[config.mk]
export PLATFORM = sky130hd
export DESIGN_NAME = cpcc_ctrl
export DESIGN_NICKNAME = d
export VERILOG_FILES = /design/src/rtl/contour_parity_crossing_count_core_defines.svh /design/src/rtl/cpcc_pkg.sv /design/src/rtl/cpcc_ctrl.sv
export SDC_FILE = /design/constraint.sdc
export NUM_CORES = 1
export LEC_CHECK = 0
export BUFFER_PORTS_ARGS = -buffer_cell sky130_fd_sc_hd__buf_2
export CAP_MARGIN = 20
export CORE_ASPECT_RATIO = 1.1
export CORE_MARGIN = 2
export CORE_UTILIZATION = 40
export CTS_CLUSTER_SIZE = 28
export DETAILED_ROUTE_END_ITERATION = 7
export PLACE_DENSITY = 0.71
export SLEW_MARGIN = 25
export SYNTH_ARGS = -nofsm -noshare
export SYNTH_HDL_FRONTEND = slang
export SYNTH_SLANG_ARGS = --single-unit
export TNS_END_PERCENT = 100
[constraint.sdc]
create_clock -name clk_i -period 2.57 [get_ports clk_i]
set_input_delay 0.514 -clock clk_i [delete_from_list [all_inputs] [get_ports clk_i]]
set_output_delay 0.514 -clock clk_i [all_outputs]
set_load 0.02 [all_outputs]
[src/rtl/contour_parity_crossing_count_core_defines.svh]
// assertion macros shared by the contour parity crossing count core
`ifndef CONTOUR_PARITY_CROSSING_COUNT_CORE_DEFINES_SVH
`define CONTOUR_PARITY_CROSSING_COUNT_CORE_DEFINES_SVH

// same-cycle implication, sampled on clk_i, off while rst_ni is low
`define CPCC_ASSERT_NOW(lbl, ante, cons, msg) \
  lbl: assert property (@(posedge clk_i) disable iff (!rst_ni) (ante) |-> (cons)) \
    else $error(msg);

// next-cycle implication, sampled on clk_i, off while rst_ni is low
`define CPCC_ASSERT_NEXT(lbl, ante, cons, msg) \
  lbl: assert property (@(posedge clk_i) disable iff (!rst_ni) (ante) |=> (cons)) \
    else $error(msg);

`endif

[src/rtl/cpcc_pkg.sv]
// shared constants and controller/datapath interface types
`timescale 1ns / 1ps
package cpcc_pkg;

  localparam int unsigned LEFT_START_X = 65536;
  localparam int unsigned IDX_W        = 4;
  localparam int unsigned CNT_OUT_W    = 9;
  localparam int unsigned OUT_DW       = 16;

  typedef struct packed {
    logic xy_we;
    logic end_we;
    logic end_bit;
    logic rd_en;
    logic left_init;
    logic left_upd;
    logic walk_first;
    logic walk_next;
    logic edge_fire;
    logic edge_close;
    logic cnt_clr;
  } cpcc_cmd_t;

  typedef struct packed {
    logic rd_end;
    logic pipe_empty;
  } cpcc_sts_t;

endpackage

[src/rtl/cpcc_ctrl.sv]
// controller: load bookkeeping, contour sequencing and result register
`timescale 1ns / 1ps
module cpcc_ctrl
  import cpcc_pkg::*;
#(
  parameter int unsigned MAX_VERTICES = 256,
  parameter int unsigned MAX_CONTOURS = 16
) (
  input  logic                              clk_i,
  input  logic                              rst_ni,
  input  logic                              in_valid_i,
  output logic                              in_ready_o,
  input  logic                              cend_i,
  input  logic                              gend_i,
  output logic                              out_valid_o,
  input  logic                              out_ready_i,
  output logic [IDX_W-1:0]                  out_idx_o,
  output logic [CNT_OUT_W-1:0]              out_cnt_o,
  output logic                              out_ovf_o,
  output logic                              out_last_o,
  output cpcc_cmd_t                         cmd_o,
  output logic [$clog2(MAX_VERTICES)-1:0]   wr_addr_o,
  output logic [$clog2(MAX_VERTICES)-1:0]   end_addr_o,
  output logic [$clog2(MAX_VERTICES)-1:0]   rd_addr_o,
  input  cpcc_sts_t                         sts_i,
  input  logic [$clog2(MAX_VERTICES+1)-1:0] count_i
);

  localparam int unsigned AW  = $clog2(MAX_VERTICES);
  localparam int unsigned VCW = $clog2(MAX_VERTICES + 1);
  localparam int unsigned CCW = $clog2(MAX_CONTOURS + 1);

  localparam logic [2:0] ST_LOAD    = 3'd0;
  localparam logic [2:0] ST_LEFT_RD = 3'd1;
  localparam logic [2:0] ST_LEFT_EV = 3'd2;
  localparam logic [2:0] ST_WALK_RD = 3'd3;
  localparam logic [2:0] ST_WALK_EV = 3'd4;
  localparam logic [2:0] ST_WALK_CL = 3'd5;
  localparam logic [2:0] ST_DRAIN   = 3'd6;
  localparam logic [2:0] ST_EMIT    = 3'd7;

  logic [2:0]     state_q, state_d;
  logic [VCW-1:0] vcnt_q, vcnt_d, start_q, start_d;
  logic [CCW-1:0] ccnt_q, ccnt_d, ci_q, ci_d, j_q, j_d;
  logic           ovf_q, ovf_d, first_q, first_d;
  logic [AW-1:0]  addr_q, addr_d, nstart_q, nstart_d;

  logic [IDX_W-1:0]     oidx_q;
  logic [CNT_OUT_W-1:0] ocnt_q;
  logic                 olast_q;
  logic                 out_load;

  logic           acc, stored, closes, nonempty, full, recorded, released;
  logic [VCW-1:0] vcnt_new, vcnt_prev;
  logic [CCW-1:0] ccnt_last;

  assign acc       = in_valid_i && (state_q == ST_LOAD);
  assign stored    = vcnt_q < VCW'(MAX_VERTICES);
  assign vcnt_new  = stored ? (vcnt_q + VCW'(1)) : vcnt_q;
  assign vcnt_prev = vcnt_q - VCW'(1);
  assign closes    = cend_i || gend_i;
  assign nonempty  = vcnt_new != start_q;
  assign full      = ccnt_q == CCW'(MAX_CONTOURS);
  assign recorded  = closes && nonempty && !full;
  assign released  = closes && nonempty && full;
  assign ccnt_last = ccnt_q - CCW'(1);

  always_comb begin
    state_d  = state_q;
    vcnt_d   = vcnt_q;
    start_d  = start_q;
    ccnt_d   = ccnt_q;
    ovf_d    = ovf_q;
    ci_d     = ci_q;
    j_d      = j_q;
    first_d  = first_q;
    addr_d   = addr_q;
    nstart_d = nstart_q;
    out_load = 1'b0;
    cmd_o    = '0;

    case (state_q)
      ST_LOAD: begin
        if (acc) begin
          cmd_o.xy_we   = stored;
          cmd_o.end_we  = stored || recorded;
          cmd_o.end_bit = recorded;
          vcnt_d  = released ? start_q : vcnt_new;
          start_d = recorded ? vcnt_new : start_q;
          ccnt_d  = recorded ? (ccnt_q + CCW'(1)) : ccnt_q;
          ovf_d   = ovf_q || !stored || released;
          if (gend_i) begin
            if (!recorded && (ccnt_q == '0)) begin
              vcnt_d  = '0;
              start_d = '0;
              ovf_d   = 1'b0;
            end else begin
              ci_d            = '0;
              addr_d          = '0;
              cmd_o.left_init = 1'b1;
              cmd_o.cnt_clr   = 1'b1;
              state_d         = ST_LEFT_RD;
            end
          end
        end
      end
      ST_LEFT_RD: begin
        cmd_o.rd_en = 1'b1;
        state_d     = ST_LEFT_EV;
      end
      ST_LEFT_EV: begin
        cmd_o.left_upd = 1'b1;
        if (sts_i.rd_end) begin
          nstart_d = addr_q + AW'(1);
          addr_d   = '0;
          j_d      = '0;
          first_d  = 1'b1;
          state_d  = ST_WALK_RD;
        end else begin
          addr_d  = addr_q + AW'(1);
          state_d = ST_LEFT_RD;
        end
      end
      ST_WALK_RD: begin
        cmd_o.rd_en = 1'b1;
        state_d     = ST_WALK_EV;
      end
      ST_WALK_EV: begin
        if (first_q) begin
          cmd_o.walk_first = 1'b1;
          first_d          = 1'b0;
        end else begin
          cmd_o.walk_next = 1'b1;
          cmd_o.edge_fire = j_q != ci_q;
        end
        if (sts_i.rd_end) begin
          state_d = ST_WALK_CL;
        end else begin
          addr_d  = addr_q + AW'(1);
          state_d = ST_WALK_RD;
        end
      end
      ST_WALK_CL: begin
        // closing edge from last vertex back to first
        cmd_o.edge_fire  = j_q != ci_q;
        cmd_o.edge_close = 1'b1;
        if (j_q == ccnt_last) begin
          state_d = ST_DRAIN;
        end else begin
          j_d     = j_q + CCW'(1);
          first_d = 1'b1;
          addr_d  = addr_q + AW'(1);
          state_d = ST_WALK_RD;
        end
      end
      ST_DRAIN: begin
        if (sts_i.pipe_empty) begin
          out_load = 1'b1;
          state_d  = ST_EMIT;
        end
      end
      ST_EMIT: begin
        if (out_ready_i) begin
          if (olast_q) begin
            vcnt_d  = '0;
            start_d = '0;
            ccnt_d  = '0;
            ovf_d   = 1'b0;
            state_d = ST_LOAD;
          end else begin
            ci_d            = ci_q + CCW'(1);
            addr_d          = nstart_q;
            cmd_o.left_init = 1'b1;
            cmd_o.cnt_clr   = 1'b1;
            state_d         = ST_LEFT_RD;
          end
        end
      end
      default: begin
        state_d = ST_LOAD;
      end
    endcase
  end

  always_ff @(posedge clk_i or negedge rst_ni) begin
    if (!rst_ni) begin
      state_q  <= ST_LOAD;
      vcnt_q   <= '0;
      start_q  <= '0;
      ccnt_q   <= '0;
      ovf_q    <= 1'b0;
      ci_q     <= '0;
      j_q      <= '0;
      first_q  <= 1'b0;
      addr_q   <= '0;
      nstart_q <= '0;
    end else begin
      state_q  <= state_d;
      vcnt_q   <= vcnt_d;
      start_q  <= start_d;
      ccnt_q   <= ccnt_d;
      ovf_q    <= ovf_d;
      ci_q     <= ci_d;
      j_q      <= j_d;
      first_q  <= first_d;
      addr_q   <= addr_d;
      nstart_q <= nstart_d;
    end
  end

  always_ff @(posedge clk_i) begin
    if (out_load) begin
      oidx_q  <= IDX_W'(ci_q);
      ocnt_q  <= CNT_OUT_W'(count_i);
      olast_q <= ci_q == ccnt_last;
    end
  end

  assign in_ready_o  = state_q == ST_LOAD;
  assign out_valid_o = state_q == ST_EMIT;
  assign out_idx_o   = oidx_q;
  assign out_cnt_o   = ocnt_q;
  assign out_ovf_o   = ovf_q;
  assign out_last_o  = olast_q;
  assign wr_addr_o   = vcnt_q[AW-1:0];
  assign end_addr_o  = stored ? vcnt_q[AW-1:0] : vcnt_prev[AW-1:0];
  assign rd_addr_o   = addr_q;

endmodule

Word level (Yosys, flattened, before mapping) --
Cells that the tools add are included.
Word-level totals: word-level logic and storage cells 144, bits of input ports 17, register bits 68, output and inout port bits 52
Cells by class: equal/unequal tests 23, order comparisons 1, multiplexer cells 73, add/subtract/negate cells 7, reductions and logical operators 27
Operator list (count):
- $mux 9 | 11
- $mux 8 | 9
- $mux 5 | 11
- $pmux 8 s5 | 1
- $pmux 9 s2 | 2
- $pmux 5 s2 | 3
- $mux 3 | 9
- $pmux 3 s8 | 1
- $mux 1 | 19
- $add 5x1->5 const B | 3
- $eq 3x3->1 const B | 4
- $ne 2x2->1 const B | 6
- $eq 5x5->1 | 2
- $ne 2x1->1 const B | 5
- $reduce_and 5->1 | 2
- $add 9x1->9 const B | 1
- $lt 9x9->1 const B | 1
- $ne 9x9->1 | 1
- $add 8x1->8 const B | 1
- $reduce_and 8->1 | 1
- $sub 8x1->8 const B | 1
- $eq 3x2->1 const B | 2
- $mux 2 | 3
- $pmux 1 s2 | 3
- 18 further kinds | 29

Logic depth before layout (Yosys ltp) --
depth after elaboration 11, mapped depth 11, gate-level depth less buffers 9

Least setup slack after synthesis --
OpenSTA, ideal clock, no wires.
kind reg2out, from register vcnt_q[0], to output port cmd_o[6] (netlist bit), setup slack -0.219 ns, stages on the path, launching flop included 11, data required time 2.056 ns, buffers on the path 2, data arrival time 2.275 ns, cells stage by stage dfrtp_1 -> buf_2 -> inv_1 -> ha_1 -> xor2_1 -> nor3_1 -> o211ai_1 -> and4b_1 -> a31oi_1 -> or2_2 -> buf_4
RTL lines:
- from (decl) | line cpcc_ctrl.sv:43 | logic [VCW-1:0] vcnt_q, vcnt_d, start_q, start_d;
- from (signal assigned) | line cpcc_ctrl.sv:199 | vcnt_q <= vcnt_d;
- to (decl) | line cpcc_ctrl.sv:21 | output cpcc_cmd_t cmd_o,

==> results.md <==
- FF-to-FF Start: vcnt_q[0]$_DFFE_PN0P_
- Period Utilization, post-route: 1.16
- Initial antenna violation count: 0
- Avg Cell Area, Syn: 9.68 um^2
- EDFF count, synth: 14
- Skew final: 0.0110 ns
- Die Y: 111 um
- Largest net degree at the start of global routing: 31
- Die X: 102 um
- DR pass1 iterations: 5
- Vias/cell: 5.46
- Number of global-route vias before repair: 3,530
- Unrepaired setup endpoints after global routing: yes
- DR WL/cell: 15.7 um
- CP required: 2.06 ns
- Maximum vdd ir drop: 599 uV
- Most common cell after layout, fill and taps aside: buf_2
- Sink Count: 68
- CTS Hold Buffers Added: 0
- Crit start category: flip-flop
- Top cells by area, synth: dfrtp_1 (32%), edfxtp_1 (10%), xnor2_1 (6.9%)
- # rows: 39
- Depth of the most critical reg-to-reg path: 11
- WL final: 10.7 mm
- Max Clock Freq: 336 MHz
- Die area: 11,300 um^2
- Reg2reg setup slack: 0.14 ns
- # setup viols final: 4
- Status: finished, violations left
- Core area: 10,300 um^2
- Post-layout util: 0.526
- Final Non-Filler Cells: 682
- Warnings, synthesis: 0
- TritonCTS clock tree: done
- Post-synthesis cell area: 4200 um^2
- Worst-path fanout max: 4
- Synth top area share: 0.322
- Most frequent cells in the layout: buf_2 (64), buf_4 (53), dfrtp_1 (51)
- Syn_nets: 458
- # nets final: 558
- H-tree Lvls: 3
- Clk buf depth: 2
- Crit. Startpoint: vcnt_q[0]$_DFFE_PN0P_
- Asr flop ratio synth: 0.794
- Setup crit end kind: output port
- Flops & latches, synth: 68
- Area leader, netlist: dfrtp_1
- Post-DRT Antenna Nets: 0
- Total inserted antenna cells: 0
- Primary FF master, synth: dfrtp_1
- Setup CP Type: flip-flop to output port
- GPL Wtd Cong: 0.874
- Share of cells above drive strength 1: 0.323
- Slew Limit Fails: 0
- Synth cell types: 57
- CTS Buf Count: 9
- Worst reg2reg endpoint: vcnt_q[3]$_DFFE_PN0P_
- Global-route wire length before repair: 17.4 mm
- Setup TNS: -1.44 ns
- IO Count: 69
- Rel. slew slack: 0.591
- Final setup margin: -0.405 ns
- # port buffers: 68
- Total gr overflow: 0
- GRT Total Usage: 0.193
- Routed vias: 3,722
- Starting DRC count in detailed routing: 233
- Clock latency on the worst-skew pair: 0.34 ns
- Dpl hpwl: 7.37 mm
- Worst-path clk slew: 0.06 ns
- Post-synthesis sequential area ratio: 0.422
- Area Growth Syn to Fin: 29.1%
- Max Cap Viol: 0
- Static leakage: 2.58 nW
- Pwr dens: 974 nW/um^2
- Placed Cells: 663
- Starting Density: 0.408
- Hold Vio Cnt, Final: 0
- Final critical path time including I/O delays and setup: 2.97 ns
- Pin slew with the least headroom to its limit: 0.612 ns
- Syn Inst Count: 434
- WP data arrival: 2.46 ns
- Failing checks: setup timing
- Place WS: -0.0442 ns
- Clock root buffer: clkbuf_16
- Min-Delay Path Class: input port to async pin
- DRC Markers: 0
## area by class of cell
| class | instances | area (um^2) |
|---|---|---|
| Timing Repair Buffer | 121 | 781 |
| Clock inverter | 6 | 60.1 |
| Clock buffer | 10 | 250 |
| Fill cell | 917 | 4880 |
| Multi-Input combinational cell | 317 | 2310 |
| Inverter | 17 | 63.8 |
| Tap cell | 143 | 179 |
| Sequential cell | 68 | 1780 |
## worst max-delay path, cell delays in order (launching register included)
cell and delay (ns):
dfrtp_2 0.45, ha_4 0.18, and4b_2 0.24, a22oi_4 0.19, xor2_2 0.16, and4b_2 0.34, a31oi_4 0.13, or2_4 0.27
buf_2 0.16
## synth_stat cells, drive strengths merged, types with 2 or more instances
library cell,instances
and2,2
nand4,6
nor3,9
nor2,40
and3,7
mux2,2
mux2i,12
inv,17
o22ai,5
o211ai,3
a22o,10
a21oi,16
nand4b,2
edfxtp,14
nand3,10
a22oi,2
nor3b,8
and4b,2
a41o,4
clkbuf,10
o21ai,37
nand2,34
xnor3,4
nor4b,2
ha,7
xor2,17
a21o,2
o221ai,2
o2bb2ai,6
nor2b,6
or2,4
dfrtp,54
buf,22
or3,6
xnor2,33
a31oi,5
## kinds of logic after synthesis
logic type	synth area share
adders and majority gates	0.0209
DFF	0.422
AOI/OAI and AO/OA	0.160
xor gates and xnor gates	0.128
and+or+nand+nor	0.176
muxes	0.0340
buffers and inverters	0.0593
## report_power, final
group | internal, mW | switching (mW)
sequential | 1.29 | 0.197
clock | 0.807 | 0.476
combinational | 1.09 | 1.42
total | 3.19 | 2.09
## metrics by stage
stage                     hold slack, ns  power (mW)  instance area (um^2)
after floorplan                    0.218        3.06                  4220
after global placement             0.461        3.74                  4950
after detailed placement           0.471        3.80                  4950
after CTS                          0.195        5.19                  5330
after global routing               0.216        5.59                  5420
final                              0.182        5.28                  5420
## state kept, by name, indices dropped and copies added, names as in the netlist
name        flops
ccnt_q          5
ci_q            5
first_q         1
j_q             5
nstart_q        8
out_cnt_o       9
out_idx_o       4
out_last_o      1
out_ovf_o       1
rd_addr_o       8
start_q         9
state_q         3
vcnt_q          9
## worst max-delay path by stage
stage,endpoint,slack [ns],cells after the start
final,cmd_o[0],-0.40,8
after global routing,cmd_o[0],-0.49,9
after CTS,cmd_o[0],-0.36,8
after detailed placement,cmd_o[9],-0.04,9
after global placement,cmd_o[9],-0.03,9
after floorplan,cmd_o[6],-0.12,10
## what timing repair did
action,CTS,global route
gates resized for setup,15,19
buffers inserted,1,2
endpoints found under the hold margin,0,0
setup endpoints to repair,6,20
pin swaps,3,1
## per-layer routing
layer,wire length (um),track usage
met1,4580,0.247
met2,5380,0.321
met3,555,0.0439
met4,224,0.0631
met5,0,0
No activity file was read; power rests on OpenSTA's default activity.
